==> config.mk <==
export PLATFORM = sky130hd
export DESIGN_NAME = kib_ram
export DESIGN_NICKNAME = d
export VERILOG_FILES = /design/src/rtl/core/kmer_inverted_index_builder_core_macros.svh /design/src/rtl/core/kib_ram.sv
export SDC_FILE = /design/constraint.sdc
export NUM_CORES = 1
export LEC_CHECK = 0
export BUFFER_PORTS_ARGS = -buffer_cell sky130_fd_sc_hd__buf_2
export CORE_MARGIN = 2
export CORE_UTILIZATION = 41
export DETAILED_ROUTE_END_ITERATION = 10
export PLACE_DENSITY = 0.65
export REMOVE_ABC_BUFFERS = 1
export SYNTH_ARGS = -nofsm -noshare
export SYNTH_HDL_FRONTEND = slang
export SYNTH_SLANG_ARGS = --single-unit
export TNS_END_PERCENT = 100
==> constraint.sdc <==
create_clock -name clk -period 2.3 [get_ports clk]
set_input_delay 0.345 -clock clk [delete_from_list [all_inputs] [get_ports clk]]
set_output_delay 0.345 -clock clk [all_outputs]
set_load 0.03 [all_outputs]
==> src/rtl/core/kmer_inverted_index_builder_core_macros.svh <==
// Assertion macros shared by the core.
`ifndef KMER_INVERTED_INDEX_BUILDER_CORE_MACROS_SVH
`define KMER_INVERTED_INDEX_BUILDER_CORE_MACROS_SVH
// Implication checked on every rising clock edge outside reset.
`define KIB_ASSERT_IMP(lbl, ante, cons) \
	lbl: assert property (@(posedge clk) disable iff (!arst_n) (ante) |-> (cons)) \
		else $error("kib check failed");
// Implication whose consequent is checked in the cycle after the antecedent.
`define KIB_ASSERT_NEXT(lbl, ante, cons) \
	lbl: assert property (@(posedge clk) disable iff (!arst_n) (ante) |=> (cons)) \
		else $error("kib check failed");
`endif

==> src/rtl/core/kib_ram.sv <==
`default_nettype none
module kib_ram #(
	parameter int unsigned Width = 8,
	parameter int unsigned Depth = 16
) (
	input  wire logic                     clk,
	input  wire logic                     we,
	input  wire logic [$clog2(Depth)-1:0] waddr,
	input  wire logic [Width-1:0]         wdata,
	input  wire logic [$clog2(Depth)-1:0] raddr,
	output logic [Width-1:0]              rdata
);
	logic [Width-1:0] mem [Depth];

	// One write and one registered read a cycle.
	always_ff @(posedge clk) begin
		if (we) begin
			mem[waddr] <= wdata;
		end
		rdata <= mem[raddr];
	end
endmodule
`default_nettype wire

==> results_dict.tcl, run 1 <==
set metrics [dict create \
    pwr_density_cell_nw_per_um2 940 \
    grt_start_max_net_pins 33 \
    wl_met1_um 4360 \
    r2r_slack_ns 0.94 \
    synth_top_cell_area_share_pct 74.7 \
    avgViaCountPerCell 5.13 \
    cts.sinks 136 \
    cts_hold_buf 0 \
    clkPwrFrac_pct 47.3 \
    finalHoldViolations 0 \
    comb_power_share_pct 4.9 \
    ys_types 19 \
    fin_crit_sh_pct 61.6 \
    syn-cell-area_um2 5150 \
    die_x_um 116 \
    whs_path_depth 1 \
    routabilityCongestion 0.853 \
    power.internal_uw 4630 \
    power_frac_seq_pct 47.8 \
    cts.path.max_buffers 2 \
    worstHoldPathType "in -> reg" \
    drv_cap 0 \
    postRouteWirelength_um 9660 \
    clk_pin_slew_ns 0.06 \
    synth_seq_area_share_pct 77.8 \
    fmax_ghz 0.706 \
    cp-endpoint "rdata[0]$_DFF_P_" \
    dr_wl_met3_um 409 \
    grt_pass1_vias 2508 \
    required_ns 2.58 \
    drive_gt1_share_pct 32.6 \
    p_leak_uw 0.00211 \
    num_antenna_cells 0 \
    antenna_found_initial 0 \
    swShare_pct 20.6 \
    synth.avg_cell_area_um2 22.5 \
    ys_ff_latch 136 \
    overflow 0 \
    multiInputGateArea_um2 1060 \
    yosys.area.top_type "edfxtp_1" \
    worstMarginPinSlew_ns 0.704 \
    cp-startpoint "raddr[0]" \
    skew_ns 0.0153 \
    die_h_um 116 \
    cts_tree "done" \
    port_buffers 25 \
    power.switching_uw 1200 \
    post_cts_resized 0 \
    clockRootBuffer "clkbuf_16" \
    ios 26 \
    drc 0 \
    reg2regPathDepth 3 \
    htree_levels 4 \
    critPathKind "in -> reg" \
    postCtsSetupBuffers 0 \
    whs_ns 0.329 \
    fillCellCount 971 \
    grt_usage_pct 15.8 \
    rsz0062_at_grt "false" \
    start_util_pct 42.5 \
    totalNegativeSetupSlack_ns 0 \
    setup_violations 0 \
    peakVddDrop_uv 512 \
    maxUsedRoutingLayer "met4" \
    cp-end-kind "flop" \
    critical_path_peak_fanout 32 \
    vias 2389 \
    arrival_ns 1.70 \
    drtIter0Drc 187 \
    yosys_warnings 0 \
    yosys-top-cells-area "edfxtp_1 (75%), mux4_2 (7.9%), mux4_1 (7.1%)" \
    slew_headroom_pct 53.0 \
    nNetsFinal 303 \
    mostFrequentLayoutCells "edfxtp_1 (128), buf_2 (25), buf_4 (20), mux4_2 (18), clkbuf_16 (17)" \
    drtAntennaViolNets 0 \
    final.min_clock_period_ns 1.42 \
    worst_skew_pair.late_latency_ns 0.41 \
    dp_hpwl_um 6070 \
    outcome "finished, final reports clean" \
    row_count 40 \
    wl_per_cell_um 20.7 \
    core-area_um2 12100 \
    cts_buffers 17 \
    critPathLaunchType "primary input" \
    grt_first_pass_wirelength_um 14800 \
    syn_to_final_growth_pct 20.4 \
    slew_viol_final 0 \
    firstDrtPassIters 4 \
    met2_length_um 4870 \
    layout_commonest_cell "edfxtp_1" \
    r2r_start "mem[1][0]$_DFFE_PP_" \
    syn_inst 229 \
    regArea_um2 4000 \
    regToRegEndpoint "rdata[0]$_DFF_P_" \
    dieArea_um2 13500 \
]
sequential cells by signal (all words and copies together) (netlist names):
signal  count
mem       128
rdata       8
stage by stage:
| stage | area (um^2) | power [uW] | std cells | setup WS, ns | utilization (%) |
|---|---|---|---|---|---|
| 6_report | 6200 | 5830 | 466 | 0.884 | 51.2 |
| 3_5_place_dp | 5590 | 3130 | 434 | 0.457 | 46.1 |
| 4_1_cts | 6200 | 5880 | 466 | 0.875 | 51.2 |
| 5_1_grt | 6200 | 6020 | 466 | 0.770 | 51.2 |
| 2_1_floorplan | 5060 | 2980 | 219 | 0.462 | - |
| 3_3_place_gp | 5590 | 3120 | 434 | 0.457 | 46.1 |
worst max-delay path: stages:
cell and delay (ns):
buf_2 0.11, buf_12 0.24, mux4_1 0.58, a22oi_1 0.28, nand2_1 0.11
power groups by stage:
stage / sequential [uW] / combinational, uW / clock (uW)
finish: 2790 / 284 / 2760
global route: 2790 / 310 / 2920
CTS: 2790 / 289 / 2800
detailed placement: 2840 / 289 / 0
global placement: 2840 / 283 / 0
floorplan: 2870 / 111 / 0
cells in the mapped netlist, drive strengths merged:
cell type and number:
mux4 32, nor2b 1, nor2 13, clkdlybuf4s25 3
nand2b 2, dfxtp 8, nand2 9, nand3 1
a22oi 16, nor3 4, buf 7, or3b 1
edfxtp 128, and2b 1, and2 1, nand3b 2
metal layers:
metal | global-route usage, % | vias to the layer above
met1 | 21.5 | 1244
met5 | 0 | -
met3 | 3.66 | 2
met2 | 25.4 | 57
met4 | 5.40 | 0
li1 | - | 1086
worst min-delay path by stage:
| stage | slack (ns) | from | to |
|---|---|---|---|
| 6_report | 0.33 | wdata[2] | mem[13][2]$_DFFE_PP_ |
| 5_1_grt | 0.33 | wdata[6] | mem[3][6]$_DFFE_PP_ |
| 4_1_cts | 0.32 | wdata[6] | mem[0][6]$_DFFE_PP_ |
| 3_5_place_dp | 0.66 | mem[15][1]$_DFFE_PP_ | rdata[1]$_DFF_P_ |
| 3_3_place_gp | 0.65 | mem[11][2]$_DFFE_PP_ | rdata[2]$_DFF_P_ |
| 2_1_floorplan | 0.44 | wdata[0] | mem[0][0]$_DFFE_PP_ |
area by class of cell:
cell class                 count  share of cell area [%]
tap                          168                    3.39
clock inverter                13                    2.74
sequential                   136                    64.6
timing repair buffer          47                    5.09
multi-input combinational     83                    17.1
clock buffer                  19                    7.14
kinds of logic (layout without fill, tap and decap cells):
group | after synthesis | count (layout) | share of synthesized area (%)
DFF | 136 | 136 | 77.8
and+or+nand+nor | 35 | 35 | 3.18
muxes | 32 | 32 | 15.0
AOI/OAI and AO/OA | 16 | 16 | 2.33
buffers and inverters | 10 | 79 | 1.68
Note: power is estimated with default switching activity, not from simulation.
==> run 2, diff against run 1 <==
==> constraint.sdc (replaced) <==
create_clock -name clk -period 1.4 [get_ports clk]
set_input_delay 0.21 -clock clk [delete_from_list [all_inputs] [get_ports clk]]
set_output_delay 0.21 -clock clk [all_outputs]
set_load 0.03 [all_outputs]
==> run 2 against run 1 <==
Against the previous run:
- sequential power grew 65%
- hold slack worse by 0.14 ns
- register-to-register slack worse by 0.89 ns
- sequential share of layout area down 0.10 points
- sequential cell count stayed put
- die area did not move
- first-iteration DRC count shrank 6.4%
- worst setup slack got worse by 0.83 ns
- clock power rose by 41%
- utilization is 0.083 points higher
==> results_dict.tcl, run 2 (synthesis gave the netlist of run 1 again) <==
set metrics [dict create \
    crit_chain "mux4_1 -> a22oi_1 -> nand2_1" \
    pwr_density_cell_nw_per_um2 1440 \
    port_buffers 25 \
    clockRootBuffer "clkbuf_16" \
    rsz0062_at_grt "false" \
    critical_path_peak_fanout 1 \
    clk_pin_slew_ns 0.06 \
    maxUsedRoutingLayer "met4" \
    peakVddDrop_uv 1060 \
    core-area_um2 12100 \
    postCtsSetupBuffers 0 \
    antenna_found_initial 0 \
    vias 2436 \
    wl_met1_um 4500 \
    cts_hold_buf 0 \
    met2_length_um 4860 \
    fmax_ghz 0.742 \
    final.min_clock_period_ns 1.35 \
    cp-end-kind "flop" \
    overflow 0 \
    slew_headroom_pct 51.0 \
    setup_violations 0 \
    drc 0 \
    placed_area_um2 5680 \
    power_uw 8960 \
    finalHoldViolations 0 \
    top_register "mem" \
    firstDrtPassIters 4 \
    totalNegativeSetupSlack_ns 0 \
    p_leak_uw 0.00214 \
    worst_skew_pair.late_latency_ns 0.41 \
    wl_per_cell_um 20.7 \
    avgViaCountPerCell 5.12 \
    drv_cap 0 \
    final_area_um2 6210 \
    critPathLaunchType "flop" \
    top_regs "mem (128), rdata (8)" \
    dr_wl_met3_um 390 \
    critPathKind "reg -> reg" \
    required_ns 1.69 \
    drtIter0Drc 175 \
    drtAntennaViolNets 0 \
    die_x_um 116 \
    num_antenna_cells 0 \
    grt_usage_pct 16.5 \
    nNetsFinal 314 \
    grt_start_max_net_pins 24 \
    worstHoldPathType "in -> reg" \
    drive_gt1_share_pct 33.4 \
    routabilityCongestion 0.851 \
    start_util_pct 42.5 \
    dieArea_um2 13500 \
    slowest_stage "mux4_1" \
    grt_pass1_vias 2635 \
    cts_tree "done" \
    mostFrequentLayoutCells "edfxtp_1 (128), buf_4 (30), buf_2 (25), mux4_2 (18), clkbuf_16 (17)" \
    layout_commonest_cell "edfxtp_1" \
    die_h_um 116 \
    cts.path.max_buffers 2 \
    fin_crit_sh_pct 96.3 \
    fin_util_pct 51.3 \
    critPathMaxStageDelay_ns 0.52 \
    dp_hpwl_um 6610 \
    postRouteWirelength_um 9850 \
    htree_levels 4 \
    outcome "finished, final reports clean" \
    arrival_ns 1.64 \
    worstMarginPinSlew_ns 0.733 \
    cts.sinks 136 \
    largest_reg_flops 128 \
    cts_buffers 17 \
    slew_viol_final 0 \
    syn_to_final_growth_pct 20.6 \
    skew_ns 0.00935 \
    grt_first_pass_wirelength_um 15300 \
    row_count 40 \
    ios 26 \
]
-- run 2: cell count changes in the layout (fill, tap and decap cells not counted), sizes merged --
cell / change
bufinv: -3
inv: -4
clkinv: +1
buf: +11
clkinvlp: -3
clkbuf: +8
-- run 2: cell type report --
cell class | count | area [um^2]
Tap cell | 168 | 210
Timing Repair Buffer | 58 | 410
Clock buffer | 27 | 503
Clock inverter | 4 | 20.0
Fill cell | 995 | 5900
Multi-Input combinational cell | 83 | 1060
Sequential cell | 136 | 4000
-- run 2: stage by stage --
stage,hold WS (ns),cells,worst slack (ns)
floorplan,0.309,219,-0.303
global placement,0.599,445,-0.211
detailed placement,0.618,445,-0.228
CTS,0.177,476,0.0413
global route,0.180,476,0.0129
finish,0.190,476,0.0514
-- run 2: layer usage --
| layer | up-vias | GRT usage, % |
|---|---|---|
| li1 | 1107 | - |
| met1 | 1277 | 20.9 |
| met2 | 44 | 26.4 |
| met3 | 8 | 6.28 |
| met4 | 0 | 5.40 |
| met5 | - | 0 |
-- run 2: path summary, 6_finish.rpt --
path | startpoint | end | slack [ns] | cells past startpoint
worst max-delay path | mem[1][5]$_DFFE_PP_ | rdata[5]$_DFF_P_ | 0.05 | 3
worst min-delay path | wdata[3] | mem[1][3]$_DFFE_PP_ | 0.19 | 1
worst max register to register | mem[1][5]$_DFFE_PP_ | rdata[5]$_DFF_P_ | 0.05 | 3
worst min register to register | mem[7][1]$_DFFE_PP_ | rdata[1]$_DFF_P_ | 0.67 | 3
-- run 2: worst max-delay path: cells and delay by family (launching register included) --
family             cells  cell delay, ns
AOI/OAI and AO/OA      1            0.26
and+or+nand+nor        1            0.07
muxes                  1            0.52
DFF                    1            0.38
-- run 2: what timing repair did --
| action | 4_1_cts | 5_1_grt |
|---|---|---|
| hold endpoints to repair | 0 | 0 |
| gates resized for setup | 0 | 1 |
| setup endpoints to repair | 0 | 1 |
-- run 2: power breakdown --
part           switching [uW]  total (uW)  internal (uW)
logic                     291         493            202
clock network            1450        3880           2430
registers                29.1        4590           4560
total                    1770        8960           7190
==> run 3, diff against run 2 <==
--- a/config.mk
+++ b/config.mk
@@ -10,7 +10,6 @@
 export CORE_UTILIZATION = 41
 export DETAILED_ROUTE_END_ITERATION = 10
 export PLACE_DENSITY = 0.65
-export REMOVE_ABC_BUFFERS = 1
 export SYNTH_ARGS = -nofsm -noshare
 export SYNTH_HDL_FRONTEND = slang
 export SYNTH_SLANG_ARGS = --single-unit
==> run 3 against run 2 <==
Against the previous run:
- combinational power about the same
- power up 2.5%
- register-to-register slack worse by 0.05 ns
- non-clock buffer count down 3
- final cell count down 0.42%
- maximum frequency down 3.6%
- largest cell class unchanged
- largest power group unchanged
==> results_dict.tcl, run 3 (synthesis gave the netlist of run 1 again) <==
set metrics [dict create \
    outcome "finished, final reports clean" \
    pwr_density_cell_nw_per_um2 1470 \
    avgViaCountPerCell 5.17 \
    vias 2452 \
    drtAntennaViolNets 0 \
    ios 26 \
    core-area_um2 12100 \
    clockRootBuffer "clkbuf_16" \
    regToRegEndpoint "rdata[7]$_DFF_P_" \
    worstMarginPinSlew_ns 0.811 \
    firstDrtPassIters 4 \
    overflow 0 \
    skew_ns 0.00801 \
    slowest_stage "mux4_2" \
    p_leak_uw 0.00213 \
    cp_num_buf_inv 0 \
    num_antenna_cells 0 \
    wl_per_cell_um 20.5 \
    dieArea_um2 13500 \
    fin_crit_sh_pct 99.9 \
    dp_hpwl_um 6360 \
    cts_hold_buf 0 \
    slew_headroom_pct 45.8 \
    final.min_clock_period_ns 1.40 \
    drc 0 \
    r2r_start "mem[10][7]$_DFFE_PP_" \
    htree_levels 4 \
    drive_gt1_share_pct 36.6 \
    grt_pass1_vias 2656 \
    totalNegativeSetupSlack_ns 0 \
    layout_commonest_cell "edfxtp_1" \
    grt_usage_pct 16.3 \
    nNetsFinal 311 \
    die_x_um 116 \
    final-instance-count-excl-fill 474 \
    top_regs "mem (128), rdata (8)" \
    cts.sinks 136 \
    cts_buffers 17 \
    critPathLaunchType "flop" \
    critPathKind "reg -> reg" \
    worst_skew_pair.late_latency_ns 0.41 \
    cts.path.max_buffers 2 \
    syn_to_final_growth_pct 21.3 \
    required_ns 1.69 \
    setup_violations 0 \
    clk_pin_slew_ns 0.06 \
    cp-end-kind "flop" \
    min_to "mem[15][1]$_DFFE_PP_" \
    start_util_pct 42.5 \
    peakVddDrop_uv 881 \
    cts_tree "done" \
    largest_reg_flops 128 \
    row_count 40 \
    cp_top_family "multiplexers" \
    worstHoldPathType "in -> reg" \
    fmax_ghz 0.715 \
    drtIter0Drc 241 \
    min_from "wdata[1]" \
    synthesis.nets 247 \
    crit_chain "mux4_2 -> a22oi_1 -> nand2_1" \
    finalHoldViolations 0 \
    drv_cap 0 \
    whs_path_depth 1 \
    grt_first_pass_wirelength_um 15000 \
    mostFrequentLayoutCells "edfxtp_1 (128), buf_4 (27), buf_2 (25), mux4_2 (18), clkbuf_16 (17)" \
    critical_path_peak_fanout 1 \
    top_register "mem" \
    r2r_slack_ns 0.0009 \
    port_buffers 25 \
    rsz0062_at_grt "false" \
    reg2regPathDepth 3 \
    routabilityCongestion 0.814 \
    postRouteWirelength_um 9740 \
    dp_cells 442 \
    critPathMaxStageDelay_ns 0.46 \
    die_h_um 116 \
    grt_start_max_net_pins 24 \
    slew_viol_final 0 \
    arrival_ns 1.69 \
    antenna_found_initial 0 \
]
## run 3: changes by cell type in the layout (fill, tap and decap cells not counted)
cell / previous run / this run
clkbuf_1: 6 / 0
clkinvlp_4: 0 / 6
clkbuf_8: 4 / 0
buf_4: 30 / 27
nor3_1: 4 / 1
nor3_2: 0 / 3
a22oi_1: 15 / 13
a22oi_2: 1 / 3
clkinv_4: 0 / 2
inv_6: 0 / 2
bufinv_16: 0 / 1
## run 3: what timing repair did
action	CTS	global route
setup buffers	0	0
setup endpoints to repair	0	3
hold endpoints to repair	0	0
resized for setup	0	3
## run 3: worst max-delay path by stage
| stage | start | to | slack (ns) | cells past startpoint |
|---|---|---|---|---|
| global route | mem[15][7]$_DFFE_PP_ | rdata[7]$_DFF_P_ | 0.008 | 3 |
| finish | mem[10][7]$_DFFE_PP_ | rdata[7]$_DFF_P_ | 0.0009 | 3 |
| global placement | raddr[0] | rdata[0]$_DFF_P_ | -0.22 | 5 |
| CTS | mem[10][7]$_DFFE_PP_ | rdata[7]$_DFF_P_ | 0.02 | 3 |
| detailed placement | raddr[0] | rdata[0]$_DFF_P_ | -0.24 | 5 |
| floorplan | waddr[2] | mem[3][0]$_DFFE_PP_ | -0.08 | 2 |
## run 3: per-stage QoR
step                      setup slack [ns]  total power (uW)  area [um^2]  util, %  hold WS (ns)
after floorplan                    -0.0761              4940         5160        -         0.309
after global placement              -0.221              5150         5670     46.8         0.601
after detailed placement            -0.244              5160         5670     46.8         0.609
after CTS                           0.0155              9260         6230     51.4         0.165
after global routing               0.00812              9480         6240     51.6         0.172
final                             0.000877              9180         6240     51.6         0.174
## run 3: final cells by class
type / instances / area, um^2
fillers: 996 / 5870
flip-flops and latches: 136 / 4000
multi-input cells: 83 / 1090
clock buffers: 17 / 425
repair buffers: 55 / 388
well taps: 168 / 210
clock inverters: 15 / 130
## run 3: layer usage
metal	vias up	track usage (%)	share of wire, %
met5	-	0	0
met1	1251	20.2	38
met3	14	5.86	8.0
met4	0	6.35	1.7
met2	83	26.5	52
li1	1104	-	-
## run 3: power by group
| part | leakage (uW) | internal (uW) | switching, uW |
|---|---|---|---|
| Clock | 0.000257 | 2440 | 1670 |
| Combinational | 0.000646 | 203 | 294 |
| Sequential | 0.00122 | 4550 | 27.4 |
